## src/sv/mbsp_pkg.sv

```systemverilog
// Package for the MIDI byte stream parser: types, byte codes and status decoders.
`default_nettype none
package mbsp_pkg;

    localparam int ByteW = 8;
    localparam int DataW = 7;
    localparam int LenW  = 28;

    localparam logic [ByteW-1:0] ChanLo      = 8'h80;
    localparam logic [ByteW-1:0] TwoHi       = 8'hBF;
    localparam logic [ByteW-1:0] OneHi       = 8'hDF;
    localparam logic [ByteW-1:0] PitchHi     = 8'hEF;
    localparam logic [ByteW-1:0] SysExStart  = 8'hF0;
    localparam logic [ByteW-1:0] TimeCode    = 8'hF1;
    localparam logic [ByteW-1:0] SongPos     = 8'hF2;
    localparam logic [ByteW-1:0] SongSel     = 8'hF3;
    localparam logic [ByteW-1:0] SysExEnd    = 8'hF7;
    localparam logic [ByteW-1:0] OneF9       = 8'hF9;
    localparam logic [ByteW-1:0] MetaStart   = 8'hFF;
    localparam logic [ByteW-1:0] DataMask    = 8'h7F;

    typedef enum logic [2:0] {
        MODE_IDLE  = 3'd0,
        MODE_ONE   = 3'd1,
        MODE_TWO   = 3'd2,
        MODE_SYSEX = 3'd3,
        MODE_META  = 3'd4
    } t_mode;

    typedef enum logic [1:0] {
        KIND_NONE = 2'd0,
        KIND_ONE  = 2'd1,
        KIND_TWO  = 2'd2
    } t_kind;

    typedef struct packed {
        logic [ByteW-1:0] status_byte;
        logic [DataW-1:0] first_data;
        logic [DataW-1:0] second_data;
        logic             has_second;
    } t_msg;

    function automatic logic is_two_param(input logic [ByteW-1:0] b);
        return (b >= ChanLo && b <= TwoHi) || (b > OneHi && b <= PitchHi) || b == SongPos;
    endfunction

    function automatic logic is_one_param(input logic [ByteW-1:0] b);
        return (b > TwoHi && b <= OneHi) || b == TimeCode || b == SongSel || b == OneF9;
    endfunction

endpackage
`default_nettype wire

```

## src/sv/mbsp_byte_if.sv

```systemverilog
// Valid/ready channels for raw MIDI bytes and for assembled messages.
`default_nettype none
interface mbsp_byte_if;
    logic                      valid;
    logic                      ready;
    logic [mbsp_pkg::ByteW-1:0] midi_byte;

    modport source (output valid, output midi_byte, input ready);
    modport sink   (input valid, input midi_byte, output ready);
endinterface

interface mbsp_msg_if;
    logic                       valid;
    logic                       ready;
    logic [mbsp_pkg::ByteW-1:0] status_byte;
    logic [mbsp_pkg::DataW-1:0] first_data;
    logic [mbsp_pkg::DataW-1:0] second_data;
    logic                       has_second;

    modport source (output valid, output status_byte, output first_data,
                    output second_data, output has_second, input ready);
    modport sink   (input valid, input status_byte, input first_data,
                    input second_data, input has_second, output ready);
endinterface
`default_nettype wire

```

## src/sv/midi_byte_stream_parser.sv

```systemverilog
// MIDI byte stream parser with running status, sysex and meta event skipping.
//
//   channel  dir  payload                                        handshake
//   i_byte   in   midi_byte[7:0]                                 valid/ready
//   o_msg    out  status_byte[7:0] first_data[6:0]
//                 second_data[6:0] has_second                    valid/ready
//
// One byte is taken per cycle while input ready is high; parser state updates at the edge the byte is taken.
// A completed message is registered into the output register, or into the skid entry if that holds an untaken one.
// Output register plus one skid entry: input ready drops only when both hold messages.
// i_rst_n (synchronous) returns the parser to idle with no running status.
`default_nettype none
module midi_byte_stream_parser (
    input  wire            i_clk,
    input  wire            i_rst_n,
    mbsp_byte_if.sink      i_byte,
    mbsp_msg_if.source     o_msg
);

    mbsp_pkg::t_mode                   r_mode, n_mode;
    mbsp_pkg::t_kind                   r_kind, n_kind;
    logic [1:0]                        r_pos, n_pos;
    logic [mbsp_pkg::ByteW-1:0]        r_held_status, n_held_status;
    logic [mbsp_pkg::DataW-1:0]        r_held_first, n_held_first;
    logic [mbsp_pkg::LenW-1:0]         r_meta, n_meta;

    logic                              res_valid;
    mbsp_pkg::t_msg                    res_msg;

    logic                              r_out_valid, r_skid_valid;
    mbsp_pkg::t_msg                    r_out, r_skid;

    logic                              in_acc, out_take;
    logic [mbsp_pkg::ByteW-1:0]        b;
    logic [mbsp_pkg::LenW-1:0]         len_shift;

    assign b        = i_byte.midi_byte;
    assign in_acc   = i_byte.valid && i_byte.ready;
    assign out_take = o_msg.valid && o_msg.ready;
    assign len_shift = {r_meta[mbsp_pkg::LenW-8:0], b[mbsp_pkg::DataW-1:0]};

    // next state
    always_comb begin
        n_mode        = r_mode;
        n_kind        = r_kind;
        n_pos         = r_pos;
        n_held_status = r_held_status;
        n_held_first  = r_held_first;
        n_meta        = r_meta;
        unique case (r_mode)
            mbsp_pkg::MODE_ONE: begin
                n_mode = mbsp_pkg::MODE_IDLE;
                n_pos  = 2'd0;
                n_kind = mbsp_pkg::KIND_ONE;
            end
            mbsp_pkg::MODE_TWO: begin
                if (r_pos < 2'd2) begin
                    n_held_first = b[mbsp_pkg::DataW-1:0];
                    n_pos        = 2'd2;
                end else begin
                    n_mode = mbsp_pkg::MODE_IDLE;
                    n_pos  = 2'd0;
                    n_kind = mbsp_pkg::KIND_TWO;
                end
            end
            mbsp_pkg::MODE_SYSEX: begin
                n_kind = mbsp_pkg::KIND_NONE;
                if (b == mbsp_pkg::SysExEnd) begin
                    n_mode = mbsp_pkg::MODE_IDLE;
                    n_pos  = 2'd0;
                end
            end
            mbsp_pkg::MODE_META: begin
                if (r_pos == 2'd0) begin
                    // type byte
                    n_meta = '0;
                    n_pos  = 2'd1;
                end else if (r_pos == 2'd1) begin
                    n_meta = len_shift;
                    if (!b[mbsp_pkg::ByteW-1]) begin
                        if (len_shift == '0) begin
                            n_mode = mbsp_pkg::MODE_IDLE;
                            n_pos  = 2'd0;
                        end else begin
                            n_pos = 2'd2;
                        end
                    end
                end else begin
                    if (r_meta != '0) begin
                        n_meta = r_meta - mbsp_pkg::LenW'(1);
                    end
                    if (r_meta <= mbsp_pkg::LenW'(1)) begin
                        n_mode = mbsp_pkg::MODE_IDLE;
                        n_pos  = 2'd0;
                    end
                end
            end
            default: begin
                n_mode = mbsp_pkg::MODE_IDLE;
                n_pos  = 2'd0;
                if (mbsp_pkg::is_two_param(b)) begin
                    n_held_status = b;
                    n_mode        = mbsp_pkg::MODE_TWO;
                    n_pos         = 2'd1;
                end else if (mbsp_pkg::is_one_param(b)) begin
                    n_held_status = b;
                    n_mode        = mbsp_pkg::MODE_ONE;
                    n_pos         = 2'd1;
                end else if (!b[mbsp_pkg::ByteW-1]) begin
                    if (r_kind == mbsp_pkg::KIND_TWO) begin
                        n_held_first = b[mbsp_pkg::DataW-1:0];
                        n_mode       = mbsp_pkg::MODE_TWO;
                        n_pos        = 2'd2;
                    end
                end else if (b == mbsp_pkg::SysExStart) begin
                    n_mode = mbsp_pkg::MODE_SYSEX;
                end else if (b == mbsp_pkg::MetaStart) begin
                    n_mode = mbsp_pkg::MODE_META;
                end
            end
        endcase
    end

    // result of the current byte
    always_comb begin
        res_valid           = 1'b0;
        res_msg.status_byte = r_held_status;
        res_msg.first_data  = b[mbsp_pkg::DataW-1:0];
        res_msg.second_data = '0;
        res_msg.has_second  = 1'b0;
        unique case (r_mode)
            mbsp_pkg::MODE_ONE: begin
                res_valid = 1'b1;
            end
            mbsp_pkg::MODE_TWO: begin
                if (r_pos == 2'd2) begin
                    res_valid           = 1'b1;
                    res_msg.first_data  = r_held_first;
                    res_msg.second_data = b[mbsp_pkg::DataW-1:0];
                    res_msg.has_second  = 1'b1;
                end
            end
            mbsp_pkg::MODE_SYSEX, mbsp_pkg::MODE_META: begin
                res_valid = 1'b0;
            end
            default: begin
                // running status on a one-parameter kind completes at once
                res_valid = !b[mbsp_pkg::ByteW-1] && r_kind == mbsp_pkg::KIND_ONE;
            end
        endcase
    end

    always_ff @(posedge i_clk) begin
        if (!i_rst_n) begin
            r_mode        <= mbsp_pkg::MODE_IDLE;
            r_kind        <= mbsp_pkg::KIND_NONE;
            r_pos         <= 2'd0;
            r_held_status <= '0;
            r_held_first  <= '0;
            r_meta        <= '0;
        end else if (in_acc) begin
            r_mode        <= n_mode;
            r_kind        <= n_kind;
            r_pos         <= n_pos;
            r_held_status <= n_held_status;
            r_held_first  <= n_held_first;
            r_meta        <= n_meta;
        end
    end

    // output register with one skid entry
    always_ff @(posedge i_clk) begin
        if (!i_rst_n) begin
            r_out_valid  <= 1'b0;
            r_skid_valid <= 1'b0;
        end else if (r_skid_valid) begin
            if (out_take) begin
                r_out_valid  <= 1'b1;
                r_skid_valid <= 1'b0;
            end
        end else if (in_acc && res_valid) begin
            if (!r_out_valid || out_take) begin
                r_out_valid <= 1'b1;
            end else begin
                r_skid_valid <= 1'b1;
            end
        end else if (out_take) begin
            r_out_valid <= 1'b0;
        end
    end

    always_ff @(posedge i_clk) begin
        if (r_skid_valid) begin
            if (out_take) begin
                r_out <= r_skid;
            end
        end else if (in_acc && res_valid) begin
            if (!r_out_valid || out_take) begin
                r_out <= res_msg;
            end else begin
                r_skid <= res_msg;
            end
        end
    end

    assign i_byte.ready      = !r_skid_valid;
    assign o_msg.valid       = r_out_valid;
    assign o_msg.status_byte = r_out.status_byte;
    assign o_msg.first_data  = r_out.first_data;
    assign o_msg.second_data = r_out.second_data;
    assign o_msg.has_second  = r_out.has_second;

    a_skid_behind_out: assert property (@(posedge i_clk) disable iff (!i_rst_n)
        r_skid_valid |-> r_out_valid)
        else $error("skid entry holds a message while output register is empty");

    a_one_param_emits: assert property (@(posedge i_clk) disable iff (!i_rst_n)
        (in_acc && r_mode == mbsp_pkg::MODE_ONE) |=> o_msg.valid)
        else $error("one-parameter message not presented after its data byte");

    a_single_zero_second: assert property (@(posedge i_clk) disable iff (!i_rst_n)
        (o_msg.valid && !o_msg.has_second) |-> (o_msg.second_data == '0))
        else $error("one-parameter message carries a second data byte");

    a_reset_idle: assert property (@(posedge i_clk)
        !i_rst_n |=> (r_mode == mbsp_pkg::MODE_IDLE && !r_out_valid && !r_skid_valid))
        else $error("parser not idle after reset");

endmodule
`default_nettype wire
```

## src/flat_wrapper.sv

```systemverilog
// flat-port wrapper written by rule: the top's interface ports become plain ports
module midi_byte_stream_parser_flat 
  (i_clk, i_rst_n, i_byte_valid, i_byte_midi_byte, i_byte_ready, o_msg_valid, o_msg_status_byte, o_msg_first_data, o_msg_second_data, o_msg_has_second, o_msg_ready);
  mbsp_byte_if i_byte_i ();
  mbsp_msg_if o_msg_i ();
  input  wire i_clk;
  input  wire i_rst_n;
  input wire logic [$bits(i_byte_i.valid)-1:0] i_byte_valid;
  input wire logic [$bits(i_byte_i.midi_byte)-1:0] i_byte_midi_byte;
  output wire logic [$bits(i_byte_i.ready)-1:0] i_byte_ready;
  output wire logic [$bits(o_msg_i.valid)-1:0] o_msg_valid;
  output wire logic [$bits(o_msg_i.status_byte)-1:0] o_msg_status_byte;
  output wire logic [$bits(o_msg_i.first_data)-1:0] o_msg_first_data;
  output wire logic [$bits(o_msg_i.second_data)-1:0] o_msg_second_data;
  output wire logic [$bits(o_msg_i.has_second)-1:0] o_msg_has_second;
  input wire logic [$bits(o_msg_i.ready)-1:0] o_msg_ready;
  assign i_byte_i.valid = i_byte_valid;
  assign i_byte_i.midi_byte = i_byte_midi_byte;
  assign i_byte_ready = i_byte_i.ready;
  assign o_msg_valid = o_msg_i.valid;
  assign o_msg_status_byte = o_msg_i.status_byte;
  assign o_msg_first_data = o_msg_i.first_data;
  assign o_msg_second_data = o_msg_i.second_data;
  assign o_msg_has_second = o_msg_i.has_second;
  assign o_msg_i.ready = o_msg_ready;
  midi_byte_stream_parser u_core (.i_clk(i_clk), .i_rst_n(i_rst_n), .i_byte(i_byte_i), .o_msg(o_msg_i));
endmodule
```

## config.mk

```make
export PLATFORM = sky130hd
export DESIGN_NAME = midi_byte_stream_parser_flat
export DESIGN_NICKNAME = d
export VERILOG_FILES = /design/src/sv/mbsp_pkg.sv /design/src/sv/mbsp_byte_if.sv /design/src/sv/midi_byte_stream_parser.sv /design/src/flat_wrapper.sv
export SDC_FILE = /design/constraint.sdc
export NUM_CORES = 1
export LEC_CHECK = 0
export BUFFER_PORTS_ARGS = -buffer_cell sky130_fd_sc_hd__buf_2
export CAP_MARGIN = 0
export CORE_UTILIZATION = 31
export CTS_CLUSTER_DIAMETER = 50
export DETAILED_ROUTE_END_ITERATION = 8
export GPL_TIMING_DRIVEN = 1
export PLACE_DENSITY = 0.51
export SKIP_CTS_REPAIR_TIMING = 1
export SLEW_MARGIN = 20
export SYNTH_ARGS = -nofsm -noshare
export SYNTH_HDL_FRONTEND = slang
export SYNTH_SLANG_ARGS = --single-unit
```

## constraint.sdc

```tcl
create_clock -name i_clk -period 7.5 [get_ports i_clk]
set_input_delay 0.75 -clock i_clk [delete_from_list [all_inputs] [get_ports i_clk]]
set_output_delay 0.75 -clock i_clk [all_outputs]
set_load 0.03 [all_outputs]
```

-- Word level (Yosys, flattened, before mapping)
Cells that the tools add are included.
W data, S select, Z words.
- register bits after elaboration: 98
- bits of input ports: 12
- add/subtract/negate cells: 1
- $lt $le $gt $ge: 8
- equality and inequality tests: 29
- multiplexer cells: 56
- bitwise logic cells: 4
- reductions and logical operators: 38
- operators by type and width (kind ; count):
    $mux W23 ; 4
    $mux W28 ; 3
    $eq A8 B8 Y1 const B ; 7
    $mux W3 ; 12
    $mux W7 ; 5
    $mux W15 ; 2
    $le A28 B1 Y1 const B ; 1
    $logic_not A28 Y1 ; 1
    $reduce_bool A28 Y1 ; 1
    $sub A28 B1 Y28 const B ; 1
    $mux W2 ; 13
    $le A8 B8 Y1 const B ; 3
    $reduce_and A3 Y1 ; 6
    $gt A8 B8 Y1 const B ; 2
    $mux W8 ; 2
    $pmux W7 S2 ; 1
    $reduce_and A7 Y1 ; 2
    $pmux W3 S4 ; 1
    $mux W1 ; 10
    $ne A2 B2 Y1 const B ; 5
    $reduce_bool A2 Y1 ; 5
    $ge A8 B8 Y1 const B ; 1
    $pmux W2 S4 ; 1
    $logic_and A1 B1 Y1 ; 7
    other kinds (23) ; 40

-- Depth between registers and ports, before layout
Gate-level depths: netlist of the first run.
- depth in word-level cells: 8
- gate-level depth with buffers: 9

-- Worst setup path before layout of the first run
Ideal clock, no wire load.
- path type: input-to-reg
- start: input i_byte_midi_byte[7]
- end: register u_core.r_skid[0] (netlist name), enable pin
- arrival time: 3.007 ns
- required time: 7.068 ns
- setup slack: 4.061 ns
- cell stages on the path: 6
- buffers on the path: 1
- cells stage by stage: clkbuf_1 -> nor2_1 -> nand2_1 -> o21ai_0 -> o2111ai_1 -> nor3_1
- longest elaborated chain between the ends: 5
- RTL lines (what ; line ; RTL):
    start: declaration ; flat_wrapper.sv:9 ; input wire logic [$bits(i_byte_i.midi_byte)-1:0] i_byte_midi_byte;
    $logic_not A1 Y1 ; n/a ;
    $logic_and A1 B1 Y1 ; midi_byte_stream_parser.sv:148 ; res_valid = !b[mbsp_pkg::ByteW-1] && r_kind == mbsp_pkg::KIND_ONE;
    $pmux W1 S3 ; midi_byte_stream_parser.sv:131 ; unique case (r_mode)
    $logic_and A1 B1 Y1 ; midi_byte_stream_parser.sv:197 ; end else if (in_acc && res_valid) begin
    $reduce_and A3 Y1 (no line) ; n/a ;
    end signal: assignment ; midi_byte_stream_parser.sv:201 ; r_skid <= res_msg;
    end: declaration ; midi_byte_stream_parser.sv:31 ; mbsp_pkg::t_msg r_out, r_skid;
No other way between the ends.
A chain may end at the register's enable or synchronous reset.

-- Worst setup path in the final report of the first run
- start: register u_core.r_meta[6] (netlist name)
- end: register u_core.r_meta[25] (netlist name)
- longest elaborated chain between the ends: 4
- RTL lines (what ; line ; RTL):
    start: declaration ; midi_byte_stream_parser.sv:25 ; logic [mbsp_pkg::LenW-1:0] r_meta, n_meta;
    start signal: assignment ; midi_byte_stream_parser.sv:167 ; r_meta <= n_meta;
    $sub A28 B1 Y28 ; midi_byte_stream_parser.sv:90 ; n_meta = r_meta - mbsp_pkg::LenW'(1);
    $mux W28 ; midi_byte_stream_parser.sv:89 ; if (r_meta != '0) begin
    $mux W28 ; midi_byte_stream_parser.sv:78 ; end else if (r_pos == 2'd1) begin
    $mux W28 ; midi_byte_stream_parser.sv:74 ; if (r_pos == 2'd0) begin
Parallel ways exist; a longest one is shown, timed or not. The select of a mux whose other input is x is not followed.

==> results of run 1 <==
## logic make-up (layout without fill, tap and decap cells)
logic type | count (synthesis) | in the layout
xor gates and xnor gates | 3 | 3
and+or+nand+nor | 204 | 204
adders and majority gates | 3 | 3
buffers and inverters | 52 | 67
muxes | 46 | 46
DFF | 98 | 98
AOI/OAI and AO/OA | 120 | 120
## power by group through the flow
| stage | clock (mW) | combinational (mW) | sequential (mW) |
|---|---|---|---|
| floorplan | 0 | 0.0499 | 0.597 |
| global placement | 0 | 0.0819 | 0.589 |
| detailed placement | 0 | 0.0825 | 0.589 |
| CTS | 0.462 | 0.0829 | 0.577 |
| global route | 0.483 | 0.0903 | 0.579 |
| finish | 0.451 | 0.0827 | 0.577 |
## layout by cell type (no fill, tap or decap), drive strengths merged, types with 5 or more instances in the layout
master | synthesis | routed
and3 | 7 | 7
nand4 | 7 | 7
a211oi | 5 | 5
nand2b | 5 | 5
edfxtp | 46 | 46
buf | 12 | 41
clkbuf | 30 | 9
mux2 | 30 | 30
or3 | 6 | 6
nor2 | 55 | 55
mux2i | 16 | 16
and2 | 10 | 10
nand3 | 22 | 22
a21oi | 33 | 33
nand2 | 47 | 47
nor4 | 12 | 12
a31oi | 8 | 8
dfxtp | 52 | 52
nor3 | 10 | 10
inv | 10 | 15
or4 | 6 | 6
o21ai | 27 | 27
nor2b | 5 | 5
## cell usage after synthesis (4+ instances only)
| cell type | number |
|---|---|
| a32o_1 | 4 |
| dfxtp_1 | 52 |
| buf_2 | 6 |
| edfxtp_1 | 46 |
| o21ai_1 | 9 |
| o21ai_0 | 18 |
| nor2b_1 | 5 |
| or3_1 | 6 |
| nand3_1 | 22 |
| or4_1 | 4 |
| and2_1 | 10 |
| nor3_1 | 9 |
| clkbuf_1 | 30 |
| a31oi_1 | 8 |
| a41oi_1 | 4 |
| nand4_1 | 6 |
| a21oi_1 | 33 |
| inv_1 | 7 |
| and3_1 | 7 |
| nor4_1 | 7 |
| mux2i_1 | 16 |
| a211oi_1 | 4 |
| nand2b_1 | 5 |
| mux2_2 | 30 |
| a221oi_1 | 4 |
| nor2_1 | 54 |
| nand2_1 | 45 |
## registers in the layout (all words and copies together), names as in the netlist
name                      cells
u_core.r_meta                28
u_core.r_skid                23
u_core.o_msg.status_byte      8
u_core.r_held_status          8
u_core.o_msg.first_data       7
u_core.o_msg.second_data      7
u_core.r_held_first           7
u_core.r_mode                 3
u_core.r_kind                 2
u_core.r_pos                  2
u_core.o_msg.has_second       1
u_core.o_msg.valid            1
u_core.r_skid_valid           1
## stage by stage
stage / instances / power [mW] / instance area (um^2) / utilization [%]
CTS: 757 / 1.12 / 5740 / 35.7
floorplan: 526 / 0.647 / 5150 / -
global placement: 741 / 0.671 / 5460 / 34.0
detailed placement: 741 / 0.672 / 5460 / 34.0
global route: 757 / 1.15 / 5740 / 35.7
finish: 757 / 1.11 / 5740 / 35.7
## critical path, stage by stage (launching register included)
cell,delay (ns)
dfxtp_1,0.43
or3_1,0.47
nor2b_1,0.36
nand4_1,0.69
nand3_1,0.40
nor2_1,0.09
o31a_1,0.24
## worst max path at each step
stage | cells after the start | endpoint | slack, ns
2_1_floorplan | 6 | u_core.r_skid[0] | 4.06
3_3_place_gp | 5 | u_core.o_msg.first_data[1] | 4.77
3_5_place_dp | 7 | u_core.r_meta[22] | 4.69
4_1_cts | 5 | u_core.o_msg.status_byte[6] | 4.76
5_1_grt | 5 | u_core.o_msg.status_byte[5] | 4.50
6_report | 6 | u_core.r_meta[25] | 4.71
## per-layer routing
layer  GRT usage (%)  up-vias  routed length, um
met2            27.1      137               6160
met3            2.89       15                661
li1                -     1976                  -
met1            21.6     2016               6370
met5               0        -                  0
met4            6.29        0                195
## layout make-up
cell class | count | area share, %
multi-input cells | 376 | 43.7
clock inverters | 7 | 1.00
clock buffers | 9 | 3.92
flip-flops and latches | 98 | 42.2
inverters | 10 | 0.654
repair buffers | 41 | 3.79
well taps | 216 | 4.71
==> impl_results.md, run 1 <==
- Leak pwr: 2.11 nW
- Synth Area in Compound Gates: 16.0%
- Status: finished clean
- Sequential area share after synthesis: 47.1%
- GPL Wtd Cong: 0.854
- FF-to-FF path depth: 6
- Initial antenna violation count: 0
- Combinational share of power: 7.4%
- PortBufs: 36
- Initial Util: between 30% and 40%
- Num CTS Buffers: 9
- Remaining DRCs: 0
- Largest family of logic cells by synthesized area: simple AND/OR/NAND/NOR gates
- Most used DFF post-synth: dfxtp_1
- Post-route ant nets: 0
- Worst r2r src: u_core.r_meta[6]
- Wire length of the first global-routing pass: 21600 um
- Place WS: 4.69 ns
- Clock sinks: slightly below 100
- Total track usage: about 17%
- Syn nets: 541
- R2R Path End: u_core.r_meta[25]
- Slew margin rel.: 33.4%
- Share of layout cells above drive strength 1: a little over a fifth
- Startpoint Class: register
- Maxcap violations: 0
- CTS tree: yes
- Endpoint of the worst hold path: u_core.r_skid[16]
- Setup TNS: 0 ns
- Vias: 4144
- Syn avg cell area: 9.79 um^2
- Core area: 0.0161 mm^2
- # fillers: 1619
- Number of I/O pins: 37
- Chip width: 131 um
- WP data required: about 7.7 ns
- Fmax: 358 MHz
- Register Area: 0.00242 mm^2
- NetSw: 0.285 mW
- CP Max Fanout: 13
- Ys async rst share: 0%
- Multiplexer share of the synthesized area: 9.67%
- Switching Share: 25.6%
- Multi-input gate area: 0.00251 mm^2
- Tcrit/Tclk final: 37.2%
- Worst-skew pair later-pin latency: 0.35 ns
- Cells after synthesis: 526
- Clock network fraction of design power: 40.6%
- Slack of the critical path: between 4 and 5 ns
- Mapped Area: 0.00515 mm^2
- Worst Clk Skew: just under 0.007 ns
- Starting DRT DRC Count: between 300 and 400
- Layout net count: 551
- P per Cell Area: 194 mW/mm^2
- Total routed wirelength: about 13000 um
- Peak supply drop: 0.102 mV
- Synth Area in Adders: 0.729%
- TritonRoute pass-1 iters: 5
- Sequential power share: about half
- Unrepaired setup endpoints after global routing: no
- Worst EP arrival: roughly 3.0 ns
- P&R area growth vs syn: 11.5%
- Worst Setup SP: u_core.r_meta[6]
- Fraction of the mapped netlist area in simple logic gates: 21.6%
- Hold path depth: 0
- HP Class: register to register
- Largest net degree at the start of global routing: 43
- Setup Crit Path Kind: register to register
- Yosys top cell by area: edfxtp_1
- Synth warn: 0
- Synth top area cells: edfxtp_1 27%, dfxtp_1 20%, mux2_2 6.6%
- Vias/cell: 5.47
- Post-synth EDFFs: between 40 and 50
- Pint: 0.826 mW
- Root buf cell: clkbuf_16
- # diodes: 0
- Slew @ Worst Pin: 0.992 ns
- Final Setup Violations: 0
- Post-DP HPWL: 8660 um
- Critical path endpoint category: register
- Die ar.: 0.0171 mm^2
- Clock buffer depth: 2
- Clk slew on worst S/H paths: 0.07 ns
- Crit path time final: roughly 2.8 ns
- Yosys top cell area share: 26.8%
- Netlist cell types: 72
- Wirelength per Cell: between 15 and 20 um
- GR Overflow Total: 0
- Vias in the first global route: around 4000
- Hold path start: u_core.r_held_status[1]
- Slew Viols, Final: 0
- WHS: 0.461 ns
- H-tree depth: 3
- Xor-xnor portion of the synthesized cell area: 0.510%
- Hold Fails Final Rpt: 0
- Cell Rows: 46
- Die Span Y: 131 um
- Synthesized flop and latch total: 98
- R2R Setup Slk: approximately 4.7 ns
Power figures use the tool's default switching activity.
==> inputs of run 2 (changes only) <==
Settings changed: PLACE_DENSITY 0.51 to 0.52.
Clock period 7.5 ns to 2.5 ns, I/O delays scaled along.
==> impl_results.md, run 2 (synthesis results as in run 1) <==
- Status: finished clean
- Total track usage: about 16%
- Hold Fails Final Rpt: 0
- Startpoint Class: register
- Combinational share of power: 7.9%
- Tcrit/Tclk final: 96.3%
- Worst-skew pair later-pin latency: 0.36 ns
- Number of flip-flops in the largest register: 28
- WP data required: approximately 2.7 ns
- Vias in the first global route: 4047
- Largest net degree at the start of global routing: 43
- P per Cell Area: about 560 mW/mm^2
- Fmax: 416 MHz
- Placed cells: 764
- Vias/cell: ~5.4
- Wirelength per Cell: 17.2 um
- GPL Wtd Cong: 0.863
- Crit path time final: around 2.4 ns
- Cell Rows: 46
- Final Setup Violations: 0
- Remaining DRCs: 0
- Post-Route M1 WL: roughly 6300 um
- Vias: 4248
- Hold path start: o_msg_ready
- Clock buffer depth: 2
- Clock sinks: a little under 100
- Slew @ Worst Pin: 0.762 ns
- # diodes: 0
- Setup TNS: 0 ns
- Initial Util: around 32%
- Initial antenna violation count: 0
- WL met3: 709 um
- Layout net count: about 570
- Clk slew on worst S/H paths: ~0.08 ns
- Pint: 2.49 mW
- H-tree depth: 3
- Post-DP HPWL: around 9100 um
- NetSw: 0.858 mW
- Clock network fraction of design power: about two fifths
- FF-to-FF path depth: 6
- Num CTS Buffers: 9
- Starting DRT DRC Count: between 200 and 250
- Endpoint of the worst hold path: u_core.r_skid_valid
- TritonRoute pass-1 iters: 5
- GR Overflow Total: 0
- Root buf cell: clkbuf_16
- Maxcap violations: 0
- Slew margin rel.: ~49%
- Leading cell types in the layout, fill and taps excluded: 54 x nor2_1, 52 x dfxtp_1, 46 x edfxtp_1, 45 x nand2_1, 36 x buf_2
- Slew Viols, Final: 0
- CTS tree: yes
- Critical path endpoint category: register
- HP Class: input pin to register
- Register with the most flip-flops: u_core.r_meta
- Commonest non-fill, non-tap cell in the layout: nor2_1
- Switching Share: 25.6%
- P&R area growth vs syn: 15.3%
- Worst r2r src: u_core.r_meta[0]
- Worst Clk Skew: 0.00955 ns
- Max layer used: met4
- Core area: around 0.016 mm^2
- R2R Path End: u_core.r_meta[25]
- Post-route ant nets: 0
- Share of layout cells above drive strength 1: 25.5%
- Die ar.: about 0.017 mm^2
- PortBufs: 36
- Hold path depth: 2
- Number of I/O pins: 37
- R2R Setup Slk: 0.09 ns
- Setup Crit Path Kind: register to register
- Chip width: ~130 um
- WL met2: a little over 6000 um
- Peak supply drop: 0.326 mV
- Biggest regs: u_core.r_meta: 28 flops, u_core.r_skid: 23 flops
- Sequential power share: between 50% and 60%
- Leak pwr: 2.24 nW
- Worst EP arrival: 2.65 ns
- Wire length of the first global-routing pass: 21400 um
- Unrepaired setup endpoints after global routing: no
- Die Span Y: between 100 and 150 um
- Total routed wirelength: about 13000 um
- CP Max Fanout: 8
- Non-filler cells, final: 780
## run 2: worst max path at each step
stage	start	slack, ns	to
floorplan	u_core.r_pos[1]	0.03	u_core.r_skid[0]
global placement	u_core.r_meta[0]	0.21	u_core.r_meta[20]
detailed placement	u_core.r_meta[0]	0.15	u_core.r_meta[20]
CTS	u_core.r_meta[0]	0.12	u_core.r_meta[25]
global route	u_core.r_meta[0]	0.002	u_core.r_meta[25]
finish	u_core.r_meta[0]	0.09	u_core.r_meta[25]
## run 2: power by group through the flow
stage / registers [mW] / logic [mW] / clock network, mW
floorplan: 1.79 / 0.154 / 0
global placement: 1.76 / 0.264 / 0
detailed placement: 1.76 / 0.265 / 0
CTS: 1.73 / 0.266 / 1.39
global route: 1.73 / 0.288 / 1.45
finish: 1.73 / 0.264 / 1.36
## run 2: through the flow
stage          total power [mW]  hold WS, ns  setup slack (ns)  util (%)  area, um^2
2_1_floorplan              1.94        0.366            0.0312         -        5180
3_3_place_gp               2.03        0.438             0.208      35.2        5650
3_5_place_dp               2.03        0.445             0.148      35.2        5650
4_1_cts                    3.38        0.210             0.119      36.9        5930
5_1_grt                    3.46        0.237           0.00227      37.0        5940
6_report                   3.35        0.217            0.0933      37.0        5940
## run 2: worst max-delay path, stage by stage, from the launching register on
cell and delay [ns]:
dfxtp_1 0.38, nor4_2 0.50, nand2_2 0.23, or4_4 0.55, o41ai_2 0.22, a21boi_1 0.10, o31a_1 0.30
## run 2: metal layers
| metal | vias up | track usage, % |
|---|---|---|
| li1 | 2023 | - |
| met1 | 2064 | 21.9 |
| met2 | 137 | 25.6 |
| met3 | 24 | 3.71 |
| met4 | 0 | 6.90 |
| met5 | - | 0 |
## run 2: final cells by class
type | instances | area (um^2)
clock inverter | 7 | 58.8
timing repair buffer | 64 | 390
sequential | 98 | 2420
tap | 216 | 270
inverter | 10 | 37.5
clock buffer | 9 | 225
fill | 1637 | 10100
multi-input combinational | 376 | 2530
